`config.mk`:
```
export PLATFORM = sky130hd
export DESIGN_NAME = centered_flip_pixel_blitter_unit
export DESIGN_NICKNAME = d
export VERILOG_FILES = /design/src/hw/rtl/cfbp_pkg.sv /design/src/hw/rtl/cfbp_front.sv /design/src/hw/rtl/cfbp_queue.sv /design/src/hw/rtl/cfbp_back.sv /design/src/hw/rtl/centered_flip_pixel_blitter_unit.sv
export SDC_FILE = /design/constraint.sdc
export NUM_CORES = 1
export LEC_CHECK = 0
export BUFFER_PORTS_ARGS = -buffer_cell sky130_fd_sc_hd__buf_4
export CAP_MARGIN = 20
export CORE_UTILIZATION = 45
export CTS_CLUSTER_DIAMETER = 60
export DETAILED_ROUTE_END_ITERATION = 10
export HOLD_SLACK_MARGIN = 0.03
export PLACE_DENSITY = 0.59
export SYNTH_ARGS = -nofsm -noshare
export SYNTH_HDL_FRONTEND = slang
export SYNTH_SLANG_ARGS = --single-unit
```
`constraint.sdc`:
```
create_clock -name aclk -period 11.5 [get_ports aclk]
set_clock_uncertainty 0.05 [all_clocks]
set_input_delay 1.15 -clock aclk [delete_from_list [all_inputs] [get_ports aclk]]
set_output_delay 1.15 -clock aclk [all_outputs]
set_load 0.005 [all_outputs]
```
`src/hw/rtl/cfbp_pkg.sv`:
```
// Shared types and constants of the centered flip pixel blitter
package cfbp_pkg;

    // Default sizing
    localparam int CFBP_MAX_DIM     = 4096;
    localparam int CFBP_QUEUE_DEPTH = 4;

    // Field widths
    localparam int DIM_W      = 13;
    localparam int STRIDE_W   = 15;
    localparam int FMT_W      = 2;
    localparam int CHAN_W     = 8;
    localparam int ADDR_W     = 26;
    localparam int WORD_W     = 24;
    localparam int S_DATA_W   = 24;
    localparam int M_DATA_W   = 56;
    localparam int APB_ADDR_W = 5;
    localparam int APB_DATA_W = 32;

    // Pixel format codes
    localparam logic [FMT_W-1:0] FMT_NONE     = 2'd0;
    localparam logic [FMT_W-1:0] FMT_RGB565   = 2'd1;
    localparam logic [FMT_W-1:0] FMT_XRGB8888 = 2'd2;

    // Register indexes (byte address / 4)
    localparam logic [2:0] REG_SCREEN_WIDTH  = 3'd0;
    localparam logic [2:0] REG_SCREEN_HEIGHT = 3'd1;
    localparam logic [2:0] REG_LINE_BYTES    = 3'd2;
    localparam logic [2:0] REG_PIXEL_FORMAT  = 3'd3;
    localparam logic [2:0] REG_SOURCE_WIDTH  = 3'd4;
    localparam logic [2:0] REG_SOURCE_HEIGHT = 3'd5;

    // Register reset values
    localparam logic [DIM_W-1:0]    RST_SCREEN_WIDTH  = 13'd640;
    localparam logic [DIM_W-1:0]    RST_SCREEN_HEIGHT = 13'd480;
    localparam logic [STRIDE_W-1:0] RST_LINE_BYTES    = 15'd2560;
    localparam logic [FMT_W-1:0]    RST_PIXEL_FORMAT  = FMT_NONE;
    localparam logic [DIM_W-1:0]    RST_SOURCE_WIDTH  = 13'd640;
    localparam logic [DIM_W-1:0]    RST_SOURCE_HEIGHT = 13'd480;

    // Configuration register file contents
    typedef struct packed {
        logic [DIM_W-1:0]    screen_width;
        logic [DIM_W-1:0]    screen_height;
        logic [STRIDE_W-1:0] line_bytes;
        logic [FMT_W-1:0]    pixel_format;
        logic [DIM_W-1:0]    source_width;
        logic [DIM_W-1:0]    source_height;
    } cfg_t;

    // One classified write waiting for address generation
    typedef struct packed {
        logic [DIM_W-1:0]  x;
        logic [DIM_W-1:0]  y;
        logic              wide;
        logic [WORD_W-1:0] word;
        logic              last;
    } queue_entry_t;

endpackage

```
`src/hw/rtl/cfbp_front.sv`:
```
// Front end: pixel acceptance, position tracking, centering, flip and clipping
module cfbp_front #(
    parameter int MAX_DIM = cfbp_pkg::CFBP_MAX_DIM
) (
    input  logic                           aclk,
    input  logic                           aresetn,
    input  cfbp_pkg::cfg_t                 cfg,
    input  logic                           s_tvalid,
    output logic                           s_tready,
    // s_tdata: red [7:0], green [15:8], blue [23:16]
    input  logic [cfbp_pkg::S_DATA_W-1:0]  s_tdata,
    input  logic                           queue_full,
    output logic                           push,
    output cfbp_pkg::queue_entry_t         entry
);
    import cfbp_pkg::*;

    localparam int CNT_W  = $clog2(MAX_DIM);
    localparam int DLIM_W = CNT_W + 1;
    localparam int POS_W  = ((DLIM_W > DIM_W) ? DLIM_W : DIM_W) + 1;
    localparam logic [POS_W-1:0] MAX_DIM_P = POS_W'(MAX_DIM);
    localparam logic [POS_W-1:0] ONE_P     = POS_W'(1);

    logic [CNT_W-1:0] column_count_reg, column_count_next;
    logic [CNT_W-1:0] row_count_reg, row_count_next;

    logic [POS_W-1:0] w, h, ox, oy, c, r, x, y, c_inc, r_inc;
    logic [CHAN_W-1:0] red, green, blue;
    logic             fmt_ok, keep, last, accept;

    // Clamp a source dimension to 1..MAX_DIM
    function automatic logic [POS_W-1:0] clamp_dim(input logic [DIM_W-1:0] v);
        logic [POS_W-1:0] ext;
        ext = POS_W'(v);
        if (ext == '0) begin
            return ONE_P;
        end else if (ext > MAX_DIM_P) begin
            return MAX_DIM_P;
        end
        return ext;
    endfunction

    // Half the spare room, or zero when the source is at least as large
    function automatic logic [POS_W-1:0] centre_offset(input logic [DIM_W-1:0] screen,
                                                       input logic [POS_W-1:0] src);
        logic [POS_W-1:0] scr;
        scr = POS_W'(screen);
        if (scr > src) begin
            return (scr - src) >> 1;
        end
        return '0;
    endfunction

    assign red   = s_tdata[7:0];
    assign green = s_tdata[15:8];
    assign blue  = s_tdata[23:16];

    assign s_tready = !queue_full;
    assign accept   = s_tvalid && s_tready;

    // Locate the pixel on screen and decide whether it is written
    always_comb begin
        w  = clamp_dim(cfg.source_width);
        h  = clamp_dim(cfg.source_height);
        ox = centre_offset(cfg.screen_width, w);
        oy = centre_offset(cfg.screen_height, h);

        c = POS_W'(column_count_reg);
        if (c >= w) begin
            c = '0;
        end
        r = POS_W'(row_count_reg);
        if (r >= h) begin
            r = '0;
        end

        last = (c == w - ONE_P) && (r == h - ONE_P);
        x    = ox + c;
        y    = oy + (h - ONE_P - r);

        fmt_ok = (cfg.pixel_format == FMT_RGB565) || (cfg.pixel_format == FMT_XRGB8888);
        keep   = fmt_ok && (x < POS_W'(cfg.screen_width)) && (y < POS_W'(cfg.screen_height));

        // Advance the raster position, wrapping at row and frame end
        c_inc = c + ONE_P;
        r_inc = r + ONE_P;
        if (c_inc >= w) begin
            column_count_next = '0;
            row_count_next    = (r_inc >= h) ? '0 : r_inc[CNT_W-1:0];
        end else begin
            column_count_next = c_inc[CNT_W-1:0];
            row_count_next    = r[CNT_W-1:0];
        end
    end

    // Build the queue entry
    always_comb begin
        entry.x    = x[DIM_W-1:0];
        entry.y    = y[DIM_W-1:0];
        entry.wide = (cfg.pixel_format == FMT_XRGB8888);
        entry.last = last;
        if (cfg.pixel_format == FMT_XRGB8888) begin
            entry.word = {red, green, blue};
        end else begin
            entry.word = {8'h00, red[7:3], green[7:2], blue[7:3]};
        end
    end

    assign push = accept && keep;

    // Advance counters on every accepted beat
    always_ff @(posedge aclk) begin
        if (!aresetn) begin
            column_count_reg <= '0;
            row_count_reg    <= '0;
        end else if (accept) begin
            column_count_reg <= column_count_next;
            row_count_reg    <= row_count_next;
        end
    end

endmodule

```
`src/hw/rtl/cfbp_queue.sv`:
```
// Short queue of classified writes between front and back ends
module cfbp_queue #(
    parameter int DEPTH = cfbp_pkg::CFBP_QUEUE_DEPTH
) (
    input  logic                   aclk,
    input  logic                   aresetn,
    input  logic                   push,
    input  cfbp_pkg::queue_entry_t push_entry,
    output logic                   full,
    input  logic                   pop,
    output logic                   head_valid,
    output cfbp_pkg::queue_entry_t head_entry
);
    import cfbp_pkg::*;

    localparam int PTR_W = (DEPTH > 1) ? $clog2(DEPTH) : 1;
    localparam int CNT_W = $clog2(DEPTH + 1);
    localparam logic [PTR_W-1:0] LAST_PTR = PTR_W'(DEPTH - 1);
    localparam logic [CNT_W-1:0] DEPTH_C  = CNT_W'(DEPTH);

    queue_entry_t     slots_reg [DEPTH];
    logic [PTR_W-1:0] wr_ptr_reg, rd_ptr_reg;
    logic [CNT_W-1:0] count_reg;
    logic             do_pop;

    assign full       = (count_reg == DEPTH_C);
    assign head_valid = (count_reg != '0);
    assign head_entry = slots_reg[rd_ptr_reg];
    assign do_pop     = pop && head_valid;

    // Store pushed entries
    always_ff @(posedge aclk) begin
        if (push) begin
            slots_reg[wr_ptr_reg] <= push_entry;
        end
    end

    // Advance pointers and occupancy
    always_ff @(posedge aclk) begin
        if (!aresetn) begin
            wr_ptr_reg <= '0;
            rd_ptr_reg <= '0;
            count_reg  <= '0;
        end else begin
            if (push) begin
                wr_ptr_reg <= (wr_ptr_reg == LAST_PTR) ? '0 : wr_ptr_reg + PTR_W'(1);
            end
            if (do_pop) begin
                rd_ptr_reg <= (rd_ptr_reg == LAST_PTR) ? '0 : rd_ptr_reg + PTR_W'(1);
            end
            if (push && !do_pop) begin
                count_reg <= count_reg + CNT_W'(1);
            end else if (do_pop && !push) begin
                count_reg <= count_reg - CNT_W'(1);
            end
        end
    end

endmodule

```
`src/hw/rtl/cfbp_back.sv`:
```
// Back end: byte address generation and the output register
module cfbp_back (
    input  logic                              aclk,
    input  logic                              aresetn,
    input  logic [cfbp_pkg::STRIDE_W-1:0]     line_bytes,
    input  logic                              head_valid,
    input  cfbp_pkg::queue_entry_t            head_entry,
    output logic                              pop,
    output logic                              m_tvalid,
    input  logic                              m_tready,
    // m_tdata: byte_address [25:0], pixel_word [49:26], zero pad [55:50]
    output logic [cfbp_pkg::M_DATA_W-1:0]     m_tdata,
    output logic                              m_tlast
);
    import cfbp_pkg::*;

    localparam int PROD_W = DIM_W + STRIDE_W;
    localparam int COL_W  = DIM_W + 2;

    logic [PROD_W-1:0] row_base;
    logic [COL_W-1:0]  col_off;
    logic [ADDR_W-1:0] addr;

    logic              m_tvalid_reg;
    logic [ADDR_W-1:0] addr_reg;
    logic [WORD_W-1:0] word_reg;
    logic              last_reg;

    // Compute row*stride + column*bytes_per_pixel, wrapped to the address width
    always_comb begin
        row_base = PROD_W'(head_entry.y) * PROD_W'(line_bytes);
        col_off  = head_entry.wide ? {head_entry.x, 2'b00} : {1'b0, head_entry.x, 1'b0};
        addr     = row_base[ADDR_W-1:0] + ADDR_W'(col_off);
    end

    // Take the next entry when the output register is empty or draining
    assign pop = head_valid && (!m_tvalid_reg || m_tready);

    always_ff @(posedge aclk) begin
        if (!aresetn) begin
            m_tvalid_reg <= 1'b0;
        end else if (pop) begin
            m_tvalid_reg <= 1'b1;
        end else if (m_tready) begin
            m_tvalid_reg <= 1'b0;
        end
    end

    // Load the payload with each popped entry, hold it otherwise
    always_ff @(posedge aclk) begin
        if (pop) begin
            addr_reg <= addr;
            word_reg <= head_entry.word;
            last_reg <= head_entry.last;
        end
    end

    assign m_tvalid = m_tvalid_reg;
    assign m_tdata  = {{(M_DATA_W - ADDR_W - WORD_W){1'b0}}, word_reg, addr_reg};
    assign m_tlast  = last_reg;

endmodule

```
`src/hw/rtl/centered_flip_pixel_blitter_unit.sv`:
```
// Centered flip pixel blitter top level: config registers and front/queue/back
//
// Source pixels enter on the s_ stream, one beat per pixel in source memory
// order (bottom row first, each row left to right); alpha is not carried.
// Each pixel yields at most one framebuffer write beat on the m_ stream:
// byte address plus packed pixel, with m_tlast marking the last source pixel
// of the frame. Disabled or unknown formats and off-screen pixels produce no
// beat, but still advance the column and row counters.
// A kept pixel is held in the queue and then in the output register.
// Throughput: one pixel per clock while the queue has room, set by the front
// end position logic and the one-multiplier address stage in the back end.
// A four-entry queue separates the two; when m_tready is low the output beat
// holds and the queue fills, and s_tready drops only when the queue is full.
// Reset (aresetn low, synchronous) returns counters to zero, empties the
// queue and output register and loads the register defaults (640x480 screen
// and source, 2560-byte stride, display off). Write registers over APB only
// while the block is idle.
module centered_flip_pixel_blitter_unit #(
    parameter int MAX_DIM     = cfbp_pkg::CFBP_MAX_DIM,
    parameter int QUEUE_DEPTH = cfbp_pkg::CFBP_QUEUE_DEPTH
) (
    input  logic                                aclk,
    input  logic                                aresetn,
    // Input pixel stream
    input  logic                                s_tvalid,
    output logic                                s_tready,
    // s_tdata: red [7:0], green [15:8], blue [23:16]
    input  logic [cfbp_pkg::S_DATA_W-1:0]       s_tdata,
    // Framebuffer write stream
    output logic                                m_tvalid,
    input  logic                                m_tready,
    // m_tdata: byte_address [25:0], pixel_word [49:26], zero pad [55:50]
    output logic [cfbp_pkg::M_DATA_W-1:0]       m_tdata,
    output logic                                m_tlast,
    // Configuration port
    input  logic                                psel,
    input  logic                                penable,
    input  logic                                pwrite,
    input  logic [cfbp_pkg::APB_ADDR_W-1:0]     paddr,
    input  logic [cfbp_pkg::APB_DATA_W-1:0]     pwdata,
    output logic [cfbp_pkg::APB_DATA_W-1:0]     prdata,
    output logic                                pready
);
    import cfbp_pkg::*;

    cfg_t         cfg_reg;
    logic [2:0]   reg_idx;
    logic         cfg_write;
    logic         queue_full, push, pop, head_valid;
    queue_entry_t push_entry, head_entry;

    assign pready    = 1'b1;
    assign reg_idx   = paddr[4:2];
    assign cfg_write = psel && penable && pwrite && pready;

    // Register writes
    always_ff @(posedge aclk) begin
        if (!aresetn) begin
            cfg_reg.screen_width  <= RST_SCREEN_WIDTH;
            cfg_reg.screen_height <= RST_SCREEN_HEIGHT;
            cfg_reg.line_bytes    <= RST_LINE_BYTES;
            cfg_reg.pixel_format  <= RST_PIXEL_FORMAT;
            cfg_reg.source_width  <= RST_SOURCE_WIDTH;
            cfg_reg.source_height <= RST_SOURCE_HEIGHT;
        end else if (cfg_write) begin
            case (reg_idx)
                REG_SCREEN_WIDTH:  cfg_reg.screen_width  <= pwdata[DIM_W-1:0];
                REG_SCREEN_HEIGHT: cfg_reg.screen_height <= pwdata[DIM_W-1:0];
                REG_LINE_BYTES:    cfg_reg.line_bytes    <= pwdata[STRIDE_W-1:0];
                REG_PIXEL_FORMAT:  cfg_reg.pixel_format  <= pwdata[FMT_W-1:0];
                REG_SOURCE_WIDTH:  cfg_reg.source_width  <= pwdata[DIM_W-1:0];
                REG_SOURCE_HEIGHT: cfg_reg.source_height <= pwdata[DIM_W-1:0];
                default: ;
            endcase
        end
    end

    // Register read-back
    always_comb begin
        case (reg_idx)
            REG_SCREEN_WIDTH:  prdata = APB_DATA_W'(cfg_reg.screen_width);
            REG_SCREEN_HEIGHT: prdata = APB_DATA_W'(cfg_reg.screen_height);
            REG_LINE_BYTES:    prdata = APB_DATA_W'(cfg_reg.line_bytes);
            REG_PIXEL_FORMAT:  prdata = APB_DATA_W'(cfg_reg.pixel_format);
            REG_SOURCE_WIDTH:  prdata = APB_DATA_W'(cfg_reg.source_width);
            REG_SOURCE_HEIGHT: prdata = APB_DATA_W'(cfg_reg.source_height);
            default:           prdata = '0;
        endcase
    end

    cfbp_front #(
        .MAX_DIM (MAX_DIM)
    ) u_front (
        .aclk       (aclk),
        .aresetn    (aresetn),
        .cfg        (cfg_reg),
        .s_tvalid   (s_tvalid),
        .s_tready   (s_tready),
        .s_tdata    (s_tdata),
        .queue_full (queue_full),
        .push       (push),
        .entry      (push_entry)
    );

    cfbp_queue #(
        .DEPTH (QUEUE_DEPTH)
    ) u_queue (
        .aclk       (aclk),
        .aresetn    (aresetn),
        .push       (push),
        .push_entry (push_entry),
        .full       (queue_full),
        .pop        (pop),
        .head_valid (head_valid),
        .head_entry (head_entry)
    );

    cfbp_back u_back (
        .aclk       (aclk),
        .aresetn    (aresetn),
        .line_bytes (cfg_reg.line_bytes),
        .head_valid (head_valid),
        .head_entry (head_entry),
        .pop        (pop),
        .m_tvalid   (m_tvalid),
        .m_tready   (m_tready),
        .m_tdata    (m_tdata),
        .m_tlast    (m_tlast)
    );

endmodule

```
==> reports/metrics.csv <==
metric;value;unit
final worst slack;661.9;ps
clock slew at reported path FFs;60;ps
Avg Cell Area, Syn;10.62;um^2
CP startpoint kind;register;
Max Cap Viol;0;
Clock Path Buffers;3;
R2R Path Start;cfg_reg[2]$_SDFFE_PN0P_;
Boundary Pins;160;
worst hold slack;407.1;ps
Pre-Repair DR Iteration Count;6;
number of flip-flops in the largest register;208;
CTS tree;done;
peak supply drop;0.1853;mV
kind of critical path;reg2reg;
vias in the first global route;18390;
GRT Util Overall;0.2239;
ys async rst share;0;
Min-Delay Path Depth;2;
simple-gate share of the synthesized area;0.1419;
final-report setup violation count;0;
post-synth cell types;83;
drt drc;0;
setup bufs post-CTS;0;
Worst-Margin Slew;1027;ps
outcome;finished clean;
Pwr Total;5.308;mW
layout cell share with drive strength beyond 1;0.1204;
Rel. slew slack;0.3129;
global-route wire length before repair;103700;um
Post-synth top flop;edfxtp_1;
# hold bufs at CTS;0;
Synth Area in XOR/XNOR;0.03342;
Chip Width;243.3;um
Leak Pwr;12.18;nW
HP Class;reg2reg;
Syn Std Cell Area;0.02621;mm^2
H-Tree Depth;2;
routed len/inst;19.58;um
post-synthesis compound-gate area fraction;0.08723;
Period minus WS final;10840;ps
mux cell area share after synthesis;0.06737;
largest family of logic cells by synthesized area;adder cells;
FP Rows;88;
crit-path max cell delay;590;ps
HP Start;cfg_reg[38]$_SDFFE_PN0P_;
Placer Congestion;0.9371;
largest net degree at the start of global routing;73;
DRT iter0 DRCs;1320;
CTS Buf Count;43;
Worst EP arrival;11290;ps
final count of hold timing violations;0;
Critical-path top delay cell;or4_4;
final wirelength;65530;um
Seq/Total Area, Yosys;0.3755;
Port Buffers;116;
Antenna Violating Nets Remaining;0;
RR Endpoint;u_queue.count_reg[2]$_SDFFE_PN0P_;
Post-Syn Instances;2468;
GRT Residual Overflow;0;
Core Area;0.05759;mm^2
CP Max Fanout;11;
Synth top area share;0.2968;
Clock Latency Late Sink;600;ps
area leader, netlist;edfxtp_1;
die height;243.3;um
hold path endpoint;cfg_reg[38]$_SDFFE_PN0P_;
Final Max Slew Viols;0;
EDFF count, synth;259;
commonest non-fill, non-tap cell in the layout;nand2_1;
most frequent CP cell;a21oi_1;
CTS root buffer;clkbuf_16;
initial antenna violation count;1;
post_cts resized;0;
RSZ-0062 raised after global routing;no;
Req. time, crit path;11950;ps
Crit. End Element;register;
Initial Util;0.4551;
fill count;5129;
Setup TNS Final;0;ps
number of synthesized register bits;362;
Synth area leaders;edfxtp_1, fa_1, ha_1, dfxtp_1, nand2_1;
post-DP HPWL;48910;um
dpl ws;714.2;ps
Ys Warns;0;
Fmax achieved;92.27;MHz
Die ar.;0.05920;mm^2
Clock Sinks;362;
PwrDens;181.9;mW/mm^2
R2R depth;42;
post-layout util;0.5068;
Via density;5.457;
Adder-Cell Fraction of Synth Area;0.2380;
# diodes;0;
Vias;18260;
post-layout net count;3013;
commonest cells after routing, fill and taps aside;nand2_1, edfxtp_1, inv_1, ha_1, fa_1;
Synth-to-Final Area Change;11.36;%
R2R Setup Slk;660;ps
part of the cycle the worst path needs;0.9424;
-- per-layer routing --
layer / vias to the layer above / part of all wire / global-route usage
met4: 0 / 0.027 / 0.06678
met1: 9001 / 0.46 / 0.3176
met3: 97 / 0.058 / 0.03161
met2: 507 / 0.46 / 0.3555
met5: - / 0 / 0
li1: 8659 / - / -
-- synth_stat cells, types with 13 or more instances --
| cell | n |
|---|---|
| o21ai_0 | 54 |
| or3_1 | 13 |
| a21o_1 | 31 |
| nor2_1 | 111 |
| xnor2_1 | 65 |
| fa_1 | 169 |
| and3_1 | 16 |
| edfxtp_1 | 259 |
| ha_1 | 228 |
| inv_1 | 241 |
| nor3_1 | 32 |
| nand4_1 | 15 |
| o21a_1 | 16 |
| nand2b_1 | 17 |
| mux2_2 | 23 |
| nand2_1 | 354 |
| a211oi_1 | 14 |
| a21oi_1 | 146 |
| mux2i_1 | 20 |
| nand3_1 | 43 |
| dfxtp_1 | 103 |
| and2_1 | 102 |
| buf_4 | 25 |
| nor2b_1 | 28 |
| xor2_1 | 35 |
| clkbuf_1 | 84 |
| mux4_2 | 58 |
-- layout make-up --
class	instances	area, um^2	share of cell area
multi-input combinational	1762	14990	0.5138
sequential	362	9844	0.3373
clock buffer	49	1099	0.03764
timing repair buffer	136	1071	0.03670
tap	765	957.2	0.03280
inverter	243	912.1	0.03125
clock inverter	30	306.5	0.01050
-- critical path, delay by kind of cell (launching register included) --
family | cells | cell delay, ps
AO/OA/AOI/OAI | 19 | 4030
flip-flops | 1 | 370
adder cells (fa/ha/maj) | 7 | 2350
AND/OR/NAND/NOR | 11 | 3120
buffers and inverters | 3 | 360
XOR/XNOR | 2 | 480
-- worst max path at each step --
stage | start | to | slack, ps | depth (start not counted)
4_1_cts | cfg_reg[2]$_SDFFE_PN0P_ | u_queue.count_reg[2]$_SDFFE_PN0P_ | 660 | 42
6_report | cfg_reg[2]$_SDFFE_PN0P_ | u_queue.count_reg[2]$_SDFFE_PN0P_ | 660 | 42
3_3_place_gp | cfg_reg[2]$_SDFFE_PN0P_ | u_queue.count_reg[2]$_SDFFE_PN0P_ | 910 | 42
3_5_place_dp | cfg_reg[2]$_SDFFE_PN0P_ | u_queue.count_reg[2]$_SDFFE_PN0P_ | 710 | 42
5_1_grt | cfg_reg[2]$_SDFFE_PN0P_ | u_queue.count_reg[2]$_SDFFE_PN0P_ | 50 | 42
2_1_floorplan | cfg_reg[2]$_SDFFE_PN0P_ | u_queue.slots_reg[0][0]$_DFFE_PP_ | 1890 | 38
-- report_power, final --
group	switching, mW	internal [mW]
registers	0.0763	1.65
logic	1.23	1.00
clock network	0.582	0.770
-- cell families (layout without fill, tap and decap cells) --
group           count (synthesis)  in the layout
fa+ha+maj                     397            397
xor+xnor                      100            100
compound gates                359            359
simple gates                  781            781
flops                         362            362
other cells                     2             24
buf+inv                       366            458
mux                           101            101
-- stage by stage --
| step | instances | area [um^2] |
|---|---|---|
| 3_5_place_dp | 3267 | 27770 |
| 5_1_grt | 3347 | 29180 |
| 6_report | 3347 | 29180 |
| 3_3_place_gp | 3266 | 27760 |
| 4_1_cts | 3346 | 29180 |
| 2_1_floorplan | 2490 | 26290 |
No activity file was read; power rests on OpenSTA's default activity.
